--- src/hdl/stw_pkg.sv ---
`timescale 1ns / 1ps
// ----------------------------------------------------------------------------
// stw_pkg
// Shared types and fixed constants of the shift/xor word generator.
// ----------------------------------------------------------------------------
package stw_pkg;

  localparam int unsigned WordW  = 32;
  localparam int unsigned HalfW  = 64;
  localparam int unsigned EntryW = 128;

  localparam logic [WordW-1:0] ChainMul   = 32'd1812433253;
  localparam int unsigned      ChainShift = 30;
  localparam int unsigned      ShlA       = 1;
  localparam int unsigned      ShlB       = 5;
  localparam int unsigned      ShrA       = 14;

  localparam logic CmdDraw   = 1'b0;
  localparam logic CmdReseed = 1'b1;

  // commands from the controller to the datapath
  typedef struct packed {
    logic seed_load;  // latch seed, clear counter
    logic seed_step;  // one word of the init chain
    logic out_zero;   // unseeded draw result
    logic rd_pos;     // read entry at read position
    logic out_word;   // register drawn word, advance position
    logic rf_pre;     // read last entry, clear counter
    logic rf_q;       // capture last entry as previous
    logic rf_rd;      // read entry i and its lag partner
    logic rf_wr;      // update entry i
  } stw_cmd_t;

  // status from the datapath to the controller
  typedef struct packed {
    logic seeded;
    logic pos_full;
    logic seed_last;
    logic rf_last;
  } stw_stat_t;

endpackage

--- src/hdl/stw_ctrl.sv ---
`timescale 1ns / 1ps
// ----------------------------------------------------------------------------
// stw_ctrl
// Sequencer for reseed, refill and draw of the word generator.
// ----------------------------------------------------------------------------
module stw_ctrl (
  input  logic               clk,
  input  logic               rst,
  input  logic               start,
  input  logic               command,
  input  stw_pkg::stw_stat_t stat,
  output logic               busy,
  output logic               done,
  output stw_pkg::stw_cmd_t  cmd
);

  localparam logic [2:0] S_IDLE   = 3'd0;
  localparam logic [2:0] S_SEED   = 3'd1;
  localparam logic [2:0] S_RD     = 3'd2;
  localparam logic [2:0] S_OUT    = 3'd3;
  localparam logic [2:0] S_RF_PRE = 3'd4;
  localparam logic [2:0] S_RF_Q   = 3'd5;
  localparam logic [2:0] S_RF_RD  = 3'd6;
  localparam logic [2:0] S_RF_WR  = 3'd7;

  logic [2:0] state, state_next;
  logic       done_next;

  always_comb begin
    state_next = state;
    done_next  = 1'b0;
    cmd        = '0;
    case (state)
      S_IDLE: begin
        if (start) begin
          if (command == stw_pkg::CmdReseed) begin
            cmd.seed_load = 1'b1;
            state_next    = S_SEED;
          end else if (!stat.seeded) begin
            cmd.out_zero = 1'b1;
            done_next    = 1'b1;
          end else if (stat.pos_full) begin
            state_next = S_RF_PRE;
          end else begin
            state_next = S_RD;
          end
        end
      end
      S_SEED: begin
        cmd.seed_step = 1'b1;
        if (stat.seed_last) begin
          state_next = S_IDLE;
        end
      end
      S_RD: begin
        cmd.rd_pos = 1'b1;
        state_next = S_OUT;
      end
      S_OUT: begin
        cmd.out_word = 1'b1;
        done_next    = 1'b1;
        state_next   = S_IDLE;
      end
      S_RF_PRE: begin
        cmd.rf_pre = 1'b1;
        state_next = S_RF_Q;
      end
      S_RF_Q: begin
        cmd.rf_q   = 1'b1;
        state_next = S_RF_RD;
      end
      S_RF_RD: begin
        cmd.rf_rd  = 1'b1;
        state_next = S_RF_WR;
      end
      S_RF_WR: begin
        cmd.rf_wr = 1'b1;
        // last entry done: position is back at zero, go read
        state_next = stat.rf_last ? S_RD : S_RF_RD;
      end
      default: begin
        state_next = S_IDLE;
      end
    endcase
  end

  always_ff @(posedge clk) begin
    if (rst) begin
      state <= S_IDLE;
      done  <= 1'b0;
    end else begin
      state <= state_next;
      done  <= done_next;
    end
  end

  assign busy = (state != S_IDLE);

endmodule

--- config.mk ---
export PLATFORM = sky130hd
export DESIGN_NAME = stw_ctrl
export DESIGN_NICKNAME = d
export VERILOG_FILES = /design/src/hdl/stw_pkg.sv /design/src/hdl/stw_ctrl.sv
export SDC_FILE = /design/constraint.sdc
export NUM_CORES = 1
export LEC_CHECK = 0
export ABC_CLOCK_PERIOD_IN_PS = 2450
export BUFFER_PORTS_ARGS = -buffer_cell sky130_fd_sc_hd__buf_4
export CAP_MARGIN = 10
export CORE_AREA = 5 5 42 44
export DETAILED_ROUTE_END_ITERATION = 7
export DIE_AREA = 0 0 47 49
export PLACE_DENSITY_LB_ADDON = 0.25
export SYNTH_ARGS = -nofsm -noshare
export SYNTH_HDL_FRONTEND = slang
export SYNTH_SLANG_ARGS = --single-unit
export TNS_END_PERCENT = 20
--- constraint.sdc ---
create_clock -name clk -period 2.45 [get_ports clk]
set_input_delay 0.3675 -clock clk [delete_from_list [all_inputs] [get_ports clk]]
set_output_delay 0.3675 -clock clk [all_outputs]
set_load 0.01 [all_outputs]
**Yosys cells after proc, flatten, opt, wreduce, memory -nomap -nowiden**

Cells that the tools add are included.

- Output and inout bits: 11
- Memory bits (writable): 0
- Memories kept: 0
- Word-level logic and storage cells: 37
- Bits of input ports: 8
- Bits in latches: 0
- ROM bits: 0
- Register bits: 4

- Multiplexer cells: 22
- Multiply operators: 0
- Bitwise operators: 0
- Add/sub/neg operators: 0
- Shift-type cells: 0
- Divide/modulo/power cells: 0
- Reductions and logical operators: 3
- Equal/unequal tests: 10
- $lt $le $gt $ge: 0

Operators by type and width:

| cell | count |
|---|---|
| 3-bit case mux with 8 select lines | 1 |
| 3-bit two-way mux | 6 |
| 1-bit two-way mux | 14 |
| 3-bit == test, second input constant | 4 |
| 3-bit by 2-bit == test with 1-bit output, second input constant | 2 |
| 2-bit inequality test, second input constant | 2 |
| 3-bit by 1-bit == test with 1-bit output, second input constant | 1 |
| 3-bit logical NOT | 1 |
| 3-bit inequality test, second input constant | 1 |
| 3-bit AND reduction | 1 |
| 3-bit nonzero test | 1 |
| 1-bit case mux with 2 select lines | 1 |

**Depth between registers and ports, before layout**

- Depth after elaboration: 5
- Depth in mapped cells: 4
- Depth with buffers taken out: 3

**Worst setup path after synthesis**

Ideal clock, no wire load.

- Kind: flip-flop to output port
- Start point: register state[2]
- End point: output port cmd[8] (netlist name)
- Setup slack: 1,032 ps
- Arrival time: 1,050 ps
- Data required time: 2,082 ps
- Path buffers: 0
- Cell stages (with the launch flop): 3
- Cell sequence: dfxtp_1 -> or4b_4 -> nor2_1

RTL lines:

| what | line | text |
|---|---|---|
| from (decl) | stw_ctrl.sv:26 | `logic [2:0] state, state_next;` |
| from (signal assigned) | stw_ctrl.sv:92 | `state <= state_next;` |
| to (decl) | stw_ctrl.sv:14 | `output stw_pkg::stw_cmd_t cmd` |

==> flow_metrics.tcl <==
set metrics [dict create \
    status "complete, no violations" \
    crit-reg2reg-launch "state[2]" \
    core.rowCount 14 \
    power.total_uw 208 \
    p_leak_nw 0.223 \
    crit_start "state[2]" \
    syn_inst 36 \
    grt_pass1_wl_microns 1320 \
    worstHoldStart "rst" \
    path_cells "or4b_4 > nor3_4 > buf_4" \
    start_util_pct 20.0 \
    dp_cells 67 \
    ys_types 22 \
    synth_warnings 0 \
    holdPathStages 2 \
    startpoint_type "flip-flop" \
    tritoncts "built" \
    layout-drive-gt1-share_pct 44.4 \
    antenna_cells 0 \
    drt_iter0_drc 7 \
    die_h_microns 49 \
    grt_pass1_vias 321 \
    power_density_nw_per_um2 465 \
    cp_slowest_cell "or4b_4" \
    synth_area_leaders "dfxtp_1, nor3b_1, nor3_4" \
    cts_inserted_buffers 3 \
    cts_hold_buf 0 \
    post-route-drc-count 0 \
    fin_crit_sh_pct 77.8 \
    irDropWorstVdd_mv 0.189 \
    cts_resized 0 \
    core_sq_um 1400 \
    grt_usage_pct 7.88 \
    drv_cap 0 \
    synth-main-ff-cell "dfxtp_1" \
    tns_ns 0 \
    critPathMaxFanout 13 \
    via_per_inst 4.56 \
    skew_ns 0.000649 \
    wirelength_microns 796 \
    worstHoldEndpoint "state[0]" \
    ys_seq_area_share_pct 28.6 \
    cts-root-buf "clkbuf_4" \
    n_fill_cell 161 \
    setup_violations 0 \
    grt_antenna_before_repair 0 \
    reg2reg_depth 3 \
    slew_headroom_pct 74.4 \
    syn_area_sq_um 280 \
    num_vias 319 \
    area_growth_pct 59.4 \
    clk_pin_slew_worst_paths_ns 0.04 \
    grt_max_degree 14 \
    synth_nets 44 \
    place_congestion 0.695 \
    synth_seq_cells 4 \
    hpwl_microns 580 \
    hold_slack_ns 0.343 \
    fmaxAchievable_mhz 525 \
    drv_slew 0 \
    ant_nets 0 \
    fp.dieW_microns 47 \
    syn_area_per_cell_sq_um 7.79 \
    first_pass_iters 5 \
    clk_latency_ns 0.23 \
    synth_top_area_share_pct 28.6 \
    grt-ovfl-total 0 \
    worstPathRequired_ns 2.08 \
    synth_common_cells "dfxtp_1, nand2_1, nor2_1" \
    wl_per_cell_microns 11.4 \
    dieArea_sq_um 2300 \
    arrival_ns 1.54 \
    cpPeakStageDelay_ns 0.62 \
    reg2reg_to "done" \
    worstMarginPinSlew_ns 0.384 \
    post-cts-setup-buffers 0 \
    synth-edff-count 0 \
    htree_num_levels 1 \
    fin_crit_ns 1.91 \
    min_path_type "in2reg" \
    rsz0062_at_grt "false" \
    nets 64 \
    cts.path.max_buffers 2 \
    cp-end-kind "output pin" \
    hold_viol 0 \
    rrSetupSlack_ns 1.09 \
    finalNonFillerCells 70 \
    synth_top_cell_by_area "dfxtp_1" \
    clock_sinks 4 \
    async_reset_ff_share_pct 0 \
    placement.io_buffers 18 \
    ioPinCount 19 \
    worstSetupPathType "reg2out" \
]
cells by family after synthesis:
| logic type | synth area share, % |
|---|---|
| AOI/OAI and AO/OA | 16.1 |
| and+or+nand+nor | 50.0 |
| buffers and inverters | 5.36 |
| DFF | 28.6 |
worst max-delay path: cells and delay by family, from the launching register on:
family | cells | cell delay (ns)
flip-flops | 1 | 0.41
buffers and inverters | 1 | 0.14
AND/OR/NAND/NOR | 2 | 0.75
per-stage QoR:
| step | worst slack, ns | cell area [sq um] | utilization, % |
|---|---|---|---|
| 3_3_place_gp | 0.810 | 424 | 30.3 |
| 5_1_grt | 0.466 | 447 | 31.9 |
| 2_1_floorplan | 1.03 | 280 | - |
| 4_1_cts | 0.528 | 447 | 31.9 |
| 3_5_place_dp | 0.782 | 424 | 30.3 |
| 6_report | 0.545 | 447 | 31.9 |
how the worst max path moves through the flow:
stage | endpoint | slack, ns | cells past startpoint
after floorplan | cmd[8] | 1.03 | 2
after global placement | cmd[6] | 0.81 | 3
after detailed placement | cmd[6] | 0.78 | 3
after CTS | cmd[6] | 0.53 | 3
after global routing | cmd[6] | 0.47 | 3
final | cmd[6] | 0.54 | 3
area by class of cell:
type / instances / area [sq um] / area share, %
Multi-Input combinational cell: 28 / 185 / 41.5
Inverter: 1 / 3.75 / 0.840
Tap cell: 16 / 20.0 / 4.48
Timing Repair Buffer: 18 / 135 / 30.3
Clock buffer: 3 / 22.5 / 5.04
Sequential cell: 4 / 80.1 / 17.9
placed cells by master, fill, tap and decap left out:
| cell type | netlist | layout |
|---|---|---|
| nor3b_1 | 3 | 3 |
| nor2b_1 | 2 | 2 |
| nor3_1 | 1 | 1 |
| nand3_1 | 1 | 1 |
| o22ai_1 | 1 | 1 |
| or4b_4 | 1 | 1 |
| nor2_1 | 4 | 4 |
| dfxtp_1 | 4 | 4 |
| o21ba_1 | 1 | 1 |
| o31ai_1 | 1 | 1 |
| nor3_4 | 1 | 1 |
| and3_1 | 1 | 1 |
| and3b_1 | 1 | 1 |
| clkbuf_4 | 0 | 3 |
| nand3b_1 | 1 | 1 |
| a21oi_1 | 1 | 1 |
| nand2_1 | 4 | 4 |
| a41oi_1 | 1 | 1 |
| or2_2 | 1 | 1 |
| or3_1 | 1 | 1 |
| a211oi_1 | 1 | 1 |
| buf_4 | 0 | 18 |
| inv_1 | 1 | 1 |
routing by layer:
| metal | track usage, % | up-vias | part of all wire, % |
|---|---|---|---|
| li1 | - | 165 | - |
| met1 | 10.7 | 138 | 51 |
| met2 | 9.05 | 16 | 39 |
| met3 | 1.85 | 0 | 10 |
| met4 | 8.29 | 0 | 0 |
| met5 | 0 | - | 0 |
report_power, final:
| group | internal (mW) | switching (mW) |
|---|---|---|
| clock network | 0.0547 | 0.0255 |
| registers | 0.0690 | 0.00869 |
| logic | 0.0291 | 0.0205 |
| total | 0.153 | 0.0547 |
(Power assumes the default switching activity.)
